<file path="config.mk">
export PLATFORM = sky130hd
export DESIGN_NAME = bti_front_flat
export DESIGN_NICKNAME = d
export VERILOG_FILES = /design/src/hw/rtl/bti_pkg.sv /design/src/hw/rtl/bti_if.sv /design/src/hw/rtl/bti_front.sv /design/src/flat_wrapper.sv
export SDC_FILE = /design/constraint.sdc
export NUM_CORES = 1
export LEC_CHECK = 0
export BUFFER_PORTS_ARGS = -buffer_cell sky130_fd_sc_hd__buf_2
export CAP_MARGIN = 30
export CORE_UTILIZATION = 52
export CTS_CLUSTER_SIZE = 40
export DETAILED_ROUTE_END_ITERATION = 16
export PLACE_DENSITY = 0.79
export SKIP_CTS_REPAIR_TIMING = 1
export SYNTH_ARGS = -nofsm -noshare
export SYNTH_HDL_FRONTEND = slang
export SYNTH_SLANG_ARGS = --single-unit
</file>
<file path="constraint.sdc">
create_clock -name clock -period 14.9 [get_ports clock]
set_input_delay 0 -clock clock [delete_from_list [all_inputs] [get_ports clock]]
set_output_delay 0 -clock clock [all_outputs]
set_load 0.01 [all_outputs]
</file>
<file path="src/hw/rtl/bti_pkg.sv">
// Shared types, constants and helpers for the bilinear table interpolator.
// No dependencies.
package bti_pkg;

   localparam int unsigned MaxPoints  = 256;
   localparam int unsigned IdxW       = 8;
   localparam int unsigned CntW       = 9;
   localparam int unsigned CoarseSegs = 50;
   localparam int unsigned SegW       = 6;
   localparam int unsigned QDepth     = 2;

   // (n - 1) / CoarseSegs as ((n - 1) * SegRecip) >> SegShift, exact for n - 1 below 256
   localparam int unsigned SegRecip   = 41;
   localparam int unsigned SegShift   = 11;

   localparam logic [1:0] KIND_LOAD_DENS = 2'd0;
   localparam logic [1:0] KIND_LOAD_TEMP = 2'd1;
   localparam logic [1:0] KIND_LOAD_GRID = 2'd2;
   localparam logic [1:0] KIND_QUERY     = 2'd3;

   localparam logic CSR_DENS_POINTS = 1'b0;
   localparam logic CSR_TEMP_POINTS = 1'b1;

   // request payload
   typedef struct packed {
      logic [1:0]         kind;
      logic [7:0]         row_index;
      logic [7:0]         col_index;
      logic signed [63:0] load_value;
      logic signed [63:0] query_density;
      logic signed [63:0] query_temperature;
   } req_type;

   // response payload
   typedef struct packed {
      logic signed [63:0] interpolated;
      logic               status;
      logic [7:0]         density_cell;
      logic [7:0]         temperature_cell;
   } rsp_type;

   // clamp a point count into [2, MaxPoints]
   function automatic logic [CntW-1:0] clamp_points(input logic [CntW-1:0] v);
      logic [CntW-1:0] r;
      r = v;
      if (v < CntW'(2)) r = CntW'(2);
      else if (v > CntW'(MaxPoints)) r = CntW'(MaxPoints);
      return r;
   endfunction

endpackage

</file>
<file path="src/hw/rtl/bti_if.sv">
// Valid/ready channel carrying one payload type.
// Depends on bti_pkg for the payload types.
interface bti_req_if;
   logic             valid;
   logic             ready;
   bti_pkg::req_type data;
   modport source (output valid, output data, input ready);
   modport sink   (input valid, input data, output ready);
endinterface


</file>
<file path="src/hw/rtl/bti_front.sv">
// Front end: accepts requests and queues all of them in a two-entry queue.
// Depends on bti_pkg and bti_if.
module bti_front (
   input  logic             clock,
   input  logic             reset,
   bti_req_if.sink          req,
   output logic             q_valid,
   output bti_pkg::req_type q_data,
   input  logic             q_pop
);
   bti_pkg::req_type    mem_ff [bti_pkg::QDepth];
   logic                wr_ff, wr_in, rd_ff, rd_in;
   logic [1:0]          cnt_ff, cnt_in;
   logic                push;

   assign req.ready = (cnt_ff != 2'(bti_pkg::QDepth));
   assign push      = req.valid && req.ready;
   assign q_valid   = (cnt_ff != 2'd0);
   assign q_data    = mem_ff[rd_ff];

   // pointer and fill bookkeeping
   always_comb begin
      wr_in  = wr_ff + 1'(push);
      rd_in  = rd_ff + 1'(q_pop);
      cnt_in = cnt_ff + 2'(push) - 2'(q_pop);
   end

   always_ff @(posedge clock) begin
      if (reset) begin
         wr_ff  <= 1'b0;
         rd_ff  <= 1'b0;
         cnt_ff <= 2'd0;
      end else begin
         wr_ff  <= wr_in;
         rd_ff  <= rd_in;
         cnt_ff <= cnt_in;
      end
   end

   always_ff @(posedge clock) begin
      if (push) mem_ff[wr_ff] <= req.data;
   end
endmodule

</file>
<file path="src/flat_wrapper.sv">
// flat-port wrapper written by rule: the top's interface ports become plain ports
module bti_front_flat 
  (clock, reset, q_valid, q_data, q_pop, req_valid, req_data, req_ready);
  bti_req_if req_i ();
  input  logic clock;
  input  logic reset;
  output logic q_valid;
  output bti_pkg::req_type q_data;
  input  logic q_pop;
  input wire logic [$bits(req_i.valid)-1:0] req_valid;
  input wire logic [$bits(req_i.data)-1:0] req_data;
  output wire logic [$bits(req_i.ready)-1:0] req_ready;
  assign req_i.valid = req_valid;
  assign req_i.data = req_data;
  assign req_ready = req_i.ready;
  bti_front u_core (.clock(clock), .reset(reset), .req(req_i), .q_valid(q_valid), .q_data(q_data), .q_pop(q_pop));
endmodule
</file>
# Yosys cells after proc, flatten, opt, wreduce, memory -nomap -nowiden
# Memory sizes are Yosys's and may differ from the RTL's. A register that Yosys moved wholly into a read port is not among the register bits.
# Index checks and enable logic that the tools add are counted.
# word_totals
inputBits	214
mem_bits_rw	420
n_memories	1
elab_cells	14
regBits	4
out_inout_bits	212
# op_classes
n_eq_ne	1
addsub	4
reduce_logical	2
muxes	3
# memory_table
name	depth	word_bits	rd	rd_clocked_by_memory_dff	write_ports	line_no	text
u_core.mem_ff	2	210	1	1	1	bti_front.sv:11	bti_pkg::req_type mem_ff [bti_pkg::QDepth];
# op_table
cell	count
2-to-1 mux 1 bit	3
adder 1 bit	2
adder 2 x 1 -> 2 bit	1
!= test 2 bit, second input constant	1
nonzero test 2 bit	1
subtractor 2 x 1 -> 2 bit	1
logical AND 1 bit	1

# Depth between registers and ports, before layout
# Gate-level depths: netlist of the first run.
# logic_depth
ltp_word	4
depth_mapped	5
mapped_depth_nobuf	5

# Least setup slack after synthesis of the first run
# Ideal clock, no wire load.
# synth_timing
path_kind	register to register
start	register u_core.cnt_ff[0]
end	memory u_core.mem_ff[0][0] in the netlist's numbering, enable pin
t_arrival_ns	5.547
t_required_ns	14.302
n_path_buf	0
setup_slack_ns	8.755
period_less_slack_ns	6.145
path_stages_with_launch	4
setup_time_ns	0.598
path_cell_list	dfxtp_1 nand2b_1 and2_1 ha_1
# synth_via
elab_chain_len	4
# synth_rtl
item	line_no	text
from (decl)	bti_front.sv:13	logic [1:0] cnt_ff, cnt_in;
from (signal assigned)	bti_front.sv:36	cnt_ff <= cnt_in;
!= test 2 bit	bti_front.sv:16	assign req.ready = (cnt_ff != 2'(bti_pkg::QDepth));
net req_ready	flat_wrapper.sv:12	output wire logic [$bits(req_i.ready)-1:0] req_ready;
logical AND 1 bit	bti_front.sv:17	assign push = req.valid && req.ready;
2-to-1 mux 1 bit	bti_front.sv:41	if (push) mem_ff[wr_ff] <= req.data;
2-to-1 mux 1 bit (implied by the code)	bti_front.sv:41	
to (decl)	bti_front.sv:11	
# The timed path passes the listed nets, and every way through them passes these cells.

==> results of run 1 <==
## area by class of cell
| cell class | count | area, sq um | share of cell area [%] |
|---|---|---|---|
| Sequential cell | 424 | 12700 | 59.3 |
| Tap cell | 384 | 480 | 2.24 |
| Inverter | 2 | 7.51 | 0.0351 |
| Clock inverter | 21 | 171 | 0.800 |
| Multi-Input combinational cell | 228 | 2510 | 11.7 |
| Timing Repair Buffer | 647 | 4390 | 20.5 |
| Antenna cell | 3 | 7.51 | 0.0351 |
| Clock buffer | 52 | 1150 | 5.38 |
## through the flow
stage	instance area, sq um	instances
2_1_floorplan	15400	677
3_3_place_gp	17900	1468
3_5_place_dp	17900	1471
4_1_cts	19300	1544
5_1_grt	21400	1761
6_report	21400	1761
## cells in the mapped netlist
cell type / number / area, sq um
a21o_1: 1 / 7.51
a21oi_1: 1 / 5.00
and2_1: 1 / 6.26
and2b_1: 1 / 7.51
and3_1: 1 / 6.26
buf_2: 2 / 10.0
buf_6: 21 / 236
dfxtp_1: 4 / 80.1
edfxtp_1: 420 / 12600
ha_1: 2 / 25.0
inv_1: 2 / 7.51
mux2_2: 211 / 2380
mux2i_1: 1 / 10.0
nand2_1: 1 / 3.75
nand2b_1: 1 / 6.26
nand3_1: 1 / 5.00
nor2_1: 3 / 11.3
nor2b_1: 1 / 6.26
or2_2: 1 / 6.26
xnor2_1: 1 / 8.76
## registers in the layout (all words and copies together), names as in the netlist
register,flops
u_core.cnt_ff,2
u_core.mem_ff,420
u_core.rd_ff,1
u_core.wr_ff,1
## cell families (layout without fill, tap and decap cells)
family | after synthesis | after routing
AO/OA/AOI/OAI | 2 | 2
XOR/XNOR | 1 | 1
adder cells (fa/ha/maj) | 2 | 2
buffers and inverters | 25 | 722
flip-flops | 424 | 424
multiplexers | 212 | 212
other | 0 | 3
AND/OR/NAND/NOR | 11 | 11
## power by group through the flow
stage                     logic, mW  registers, mW  clock network [mW]
after floorplan               0.211           1.50                   0
after global placement        0.349           1.48                   0
after detailed placement      0.358           1.49                   0
after CTS                     0.361           1.47                1.02
after global routing          0.438           1.48                1.08
final                         0.413           1.47                1.02
## worst reg2reg max path: cells and delay by family, from the launching register on
family	cells	cell delay, ns
buffers and inverters	1	0.86
AND/OR/NAND/NOR	2	1.06
flip-flops	1	0.36
## placed cells by master, fill, tap and decap left out, drive strengths merged, types with 2 or more instances in the layout
master and instances:
buf 433, bufinv 3, clkbuf 52, clkinv 16, clkinvlp 2, dfxtp 4, diode 3, dlygate4sd3 214
edfxtp 420, ha 2, inv 2, mux2 211, nor2 3
## path summary, 6_finish.rpt
path	from	endpoint	slack, ns
setup / recovery	u_core.rd_ff	q_data[89]	12.09
setup reg to reg	u_core.cnt_ff[0]	u_core.mem_ff[1][79]	12.18
hold reg to reg	u_core.wr_ff	u_core.wr_ff	0.62
hold / removal	req_data[48]	u_core.mem_ff[1][48]	0.20
## layer usage
metal | track usage, % | vias to the layer above
li1 | - | 4046
met1 | 21.2 | 4468
met2 | 34.7 | 454
met3 | 8.16 | 67
met4 | 6.87 | 0
met5 | 0 | -
==> results_dict.tcl, run 1 <==
set metrics [dict create \
    hold_slack_ns 0.200 \
    p_switching_mw 0.672 \
    clkLatencyLatePin_ns 0.52 \
    grt_pass1_vias 8242 \
    cp_num_cells 4 \
    cts-root-buf "clkbuf_16" \
    synth_fa_ha_area_share_pct 0.162 \
    coreArea_sq_um 28900 \
    power_frac_comb_pct 14.2 \
    reg2reg_depth 3 \
    status "finished, final reports clean" \
    cts_htree_levels 2 \
    yosys.area_share.xor_xnor_pct 0.0567 \
    dr.pass1.iters 5 \
    syn_area_sq_um 15400 \
    cap_violations 0 \
    clk_path_buf_depth 3 \
    drt-met1-wl_um 13400 \
    dr_wl_met2_um 19700 \
    fin_crit_sh_pct 18.9 \
    crit_chain "buf_4, buf_16, mux2_2, buf_2" \
    finalWorstPathRequiredPeriod_ns 2.81 \
    rsz0062_at_grt "false" \
    p_leak_nw 8.06 \
    min_path_type "in -> reg" \
    die_width_um 174 \
    io_buffers 425 \
    setup_violations 0 \
    worst_ep_arrival_time_ns 2.81 \
    fin_ws_ns 12.09 \
    nNetsFinal 1561 \
    max-slew-margin-rel_pct 16.5 \
    maxUsedRoutingLayer "met4" \
    p_sw_share_pct 23.1 \
    ant_nets 0 \
    track_usage_pct 19.7 \
    crit_fanout 51 \
    vias 9035 \
    power_density_nw_per_um2 136 \
    ir_worst_vdd_mv 0.115 \
    endpoint_kind "output pin" \
    drc 0 \
    critPathTopFamily "buffers and inverters" \
    io_pins 426 \
    overflow 0 \
    postSynthCellCount 677 \
    seqPwrFrac_pct 50.7 \
    setup_tns_ns 0 \
    fin_util_pct 74.0 \
    clock-sinks 424 \
    wirelength_um 37300 \
    hpwl_um 20500 \
    avgSynthCellArea_sq_um 22.8 \
    synth-compound-area-share_pct 0.0811 \
    antenna_found_initial 3 \
    yosys.area_share.simple_pct 0.381 \
    syn_nets 893 \
    slew_violations 0 \
    die_h_um 174 \
    path_class "reg -> out" \
    tightest_slew_ns 1.25 \
    post_drt_wl_per_cell_um 21.2 \
    dieArea_sq_um 30400 \
    internal-power_mw 2.23 \
    required_ns 14.90 \
    fin_worst_skew_ns 0.0123 \
    post-place-ws_ns 12.19 \
    synthMuxAreaShare_pct 15.5 \
    grt_pass1_wl_um 45300 \
    critPathLaunchType "flip-flop" \
    slowest_delay_ns 0.81 \
    cts_tree "done" \
    cts_buffers 42 \
    yosysUniqueCellTypes 20 \
    holdPathStages 2 \
    area_growth_pct 38.7 \
    fill_cells 1593 \
    ys_seq_area_share_pct 82.2 \
    cp_slowest_cell "dfxtp_4" \
    max_freq_ghz 0.356 \
    gp_congestion 0.774 \
    clk_pin_slew_worst_paths_ns 0.06 \
    grt_max_degree 183 \
    finalHoldViolations 0 \
    drt_iter0_markers 597 \
    start_util_pct 53.4 \
    wl_met3_um 3220 \
    ys_ff_latch 424 \
    yosys_warnings 0 \
    drive_above_1_share_pct 51.2 \
    viasPerCell 5.13 \
    synth_top_family_by_area "multiplexers" \
    p_clk_share_pct 35.1 \
    crit_buf_inv 3 \
    num_rows 62 \
    finalPower_mw 2.90 \
]
No activity file was read; power rests on OpenSTA's default activity.
==> run 2, diff against run 1 <==
==> constraint.sdc (replaced) <==
create_clock -name clock -period 2.9 [get_ports clock]
set_input_delay 0 -clock clock [delete_from_list [all_inputs] [get_ports clock]]
set_output_delay 0 -clock clock [all_outputs]
set_load 0.01 [all_outputs]
==> run 2 against run 1 <==
Combinational power grew to 5.2 times the previous value. Die area is the same. Via count rose by 0.19%. Largest power group unchanged.
==> results_dict.tcl, run 2 (same netlist as run 1, synthesis figures left out) <==
set metrics [dict create \
    clk_pin_slew_worst_paths_ns 0.06 \
    cts_tree "done" \
    gp_congestion 0.778 \
    ir_worst_vdd_mv 0.539 \
    p_leak_nw 8.05 \
    clk_path_buf_depth 3 \
    regToRegSetupSlack_ns 0.88 \
    fin_worst_skew_ns 0.0181 \
    drive_above_1_share_pct 51.3 \
    rr_endpoint "u_core.mem_ff[0][139]" \
    start_util_pct 53.4 \
    place_inst 1481 \
    power_frac_comb_pct 14.8 \
    min_path_type "in -> reg" \
    setup_violations 0 \
    largest-register "u_core.mem_ff" \
    grt_pass1_wl_um 45600 \
    vias 9052 \
    cts-root-buf "clkbuf_16" \
    post_drt_wl_per_cell_um 20.9 \
    num_rows 62 \
    final_cells 1767 \
    clock-sinks 424 \
    ant_nets 0 \
    hpwl_um 20900 \
    rr_startpoint "u_core.cnt_ff[0]" \
    die_h_um 174 \
    reg2reg_depth 4 \
    p_sw_share_pct 23.2 \
    coreArea_sq_um 28900 \
    seqPwrFrac_pct 51.8 \
    dieArea_sq_um 30400 \
    die_width_um 174 \
    p_clk_share_pct 33.4 \
    setup_tns_ns 0 \
    viasPerCell 5.12 \
    cts_htree_levels 2 \
    crit_fanout 38 \
    layout_common_cells "buf_2, edfxtp_1, dlygate4sd3_1" \
    cts_buffers 41 \
    clkLatencyLatePin_ns 0.51 \
    rsz0062_at_grt "false" \
    holdPathStages 4 \
    nNetsFinal 1570 \
    layout_commonest_cell "buf_2" \
    endpoint_kind "output pin" \
    multi_input_area_sq_um 2510 \
    grt_pass1_vias 8469 \
    io_pins 426 \
    p_switching_mw 3.39 \
    tightest_slew_ns 0.578 \
    wirelength_um 37000 \
    io_buffers 425 \
    slew_violations 0 \
    seq_area_sq_um 12700 \
    area_growth_pct 38.5 \
    fill_cells 1612 \
    fin_crit_sh_pct 76.5 \
    max_freq_ghz 0.451 \
    status "finished, final reports clean" \
    largest_reg_flops 420 \
    finalWorstPathRequiredPeriod_ns 2.22 \
    critPathLaunchType "flip-flop" \
    drt_iter0_markers 550 \
    overflow 0 \
    track_usage_pct 19.8 \
    internal-power_mw 11.2 \
    power_density_nw_per_um2 682 \
    grt_max_degree 68 \
    hold_path.startpoint "q_pop" \
    cap_violations 0 \
    path_class "reg -> out" \
    min_to "u_core.cnt_ff[1]" \
    antenna_found_initial 2 \
    worst_ep_arrival_time_ns 2.22 \
    largestRegisters "u_core.mem_ff (420), u_core.cnt_ff (2)" \
    finalHoldViolations 0 \
    dr.pass1.iters 4 \
    drc 0 \
    required_ns 2.90 \
    max-slew-margin-rel_pct 61.5 \
]
==> run 2: cell count changes in the layout (fill, tap and decap cells not counted), sizes merged <==
cell | before | now
bufinv | 3 | 2
diode | 3 | 2
clkinv | 16 | 10
clkbuf | 52 | 56
buf | 433 | 443
==> run 2: stage by stage <==
step / utilization [%] / cell area (sq um) / hold slack [ns] / power (mW) / worst slack (ns)
finish: 73.9 / 21400 / 0.0846 / 14.6 / 0.683
global route: 73.9 / 21400 / 0.116 / 15.1 / 0.598
CTS: 66.5 / 19200 / -0.349 / 14.3 / 0.649
detailed placement: 62.3 / 18000 / 0.191 / 9.53 / 0.996
global placement: 62.3 / 18000 / 0.187 / 9.47 / 1.04
floorplan: - / 15500 / 0.0667 / 8.70 / 0.191
==> run 2: worst max-delay path by stage <==
stage	startpoint	endpoint	slack, ns	depth (start not counted)
finish	u_core.rd_ff	q_data[127]	0.68	3
global route	u_core.rd_ff	q_data[106]	0.60	3
CTS	u_core.rd_ff	q_data[127]	0.65	3
detailed placement	u_core.cnt_ff[0]	u_core.mem_ff[0][102]	1.0	4
global placement	u_core.cnt_ff[0]	u_core.mem_ff[0][135]	1.04	4
floorplan	u_core.cnt_ff[0]	u_core.mem_ff[0][0]	0.19	3
==> run 2: power groups by stage <==
stage                     Clock (mW)  Sequential (mW)  Combinational, mW
after global placement             0             7.61               1.85
after detailed placement           0             7.65               1.88
final                           4.87             7.55               2.16
after floorplan                    0             7.61               1.09
after global routing            5.18             7.58               2.29
after CTS                       4.92             7.52               1.90
==> run 2: critical path: stages (launching register included) <==
cell and delay, ns:
dfxtp_4 0.72, buf_4 0.41, mux2_2 0.39, buf_2 0.15
==> run 2: final cells by class <==
type / count / share of cell area (%)
clock inverter: 14 / 0.556
sequential: 424 / 59.4
clock buffer: 56 / 5.06
inverter: 2 / 0.0351
multi-input combinational: 228 / 11.7
tap: 384 / 2.25
antenna: 2 / 0.0234
timing repair buffer: 657 / 21.0
==> run 2: layer usage <==
layer	part of all wire [%]	wire (um)	GRT usage, %	vias up
met3	6.4	2380	5.07	74
li1	-	-	-	4059
met5	0	0	0	-
met4	2.9	1070	7.49	0
met1	35	12800	22.3	4495
met2	56	20700	35.9	424
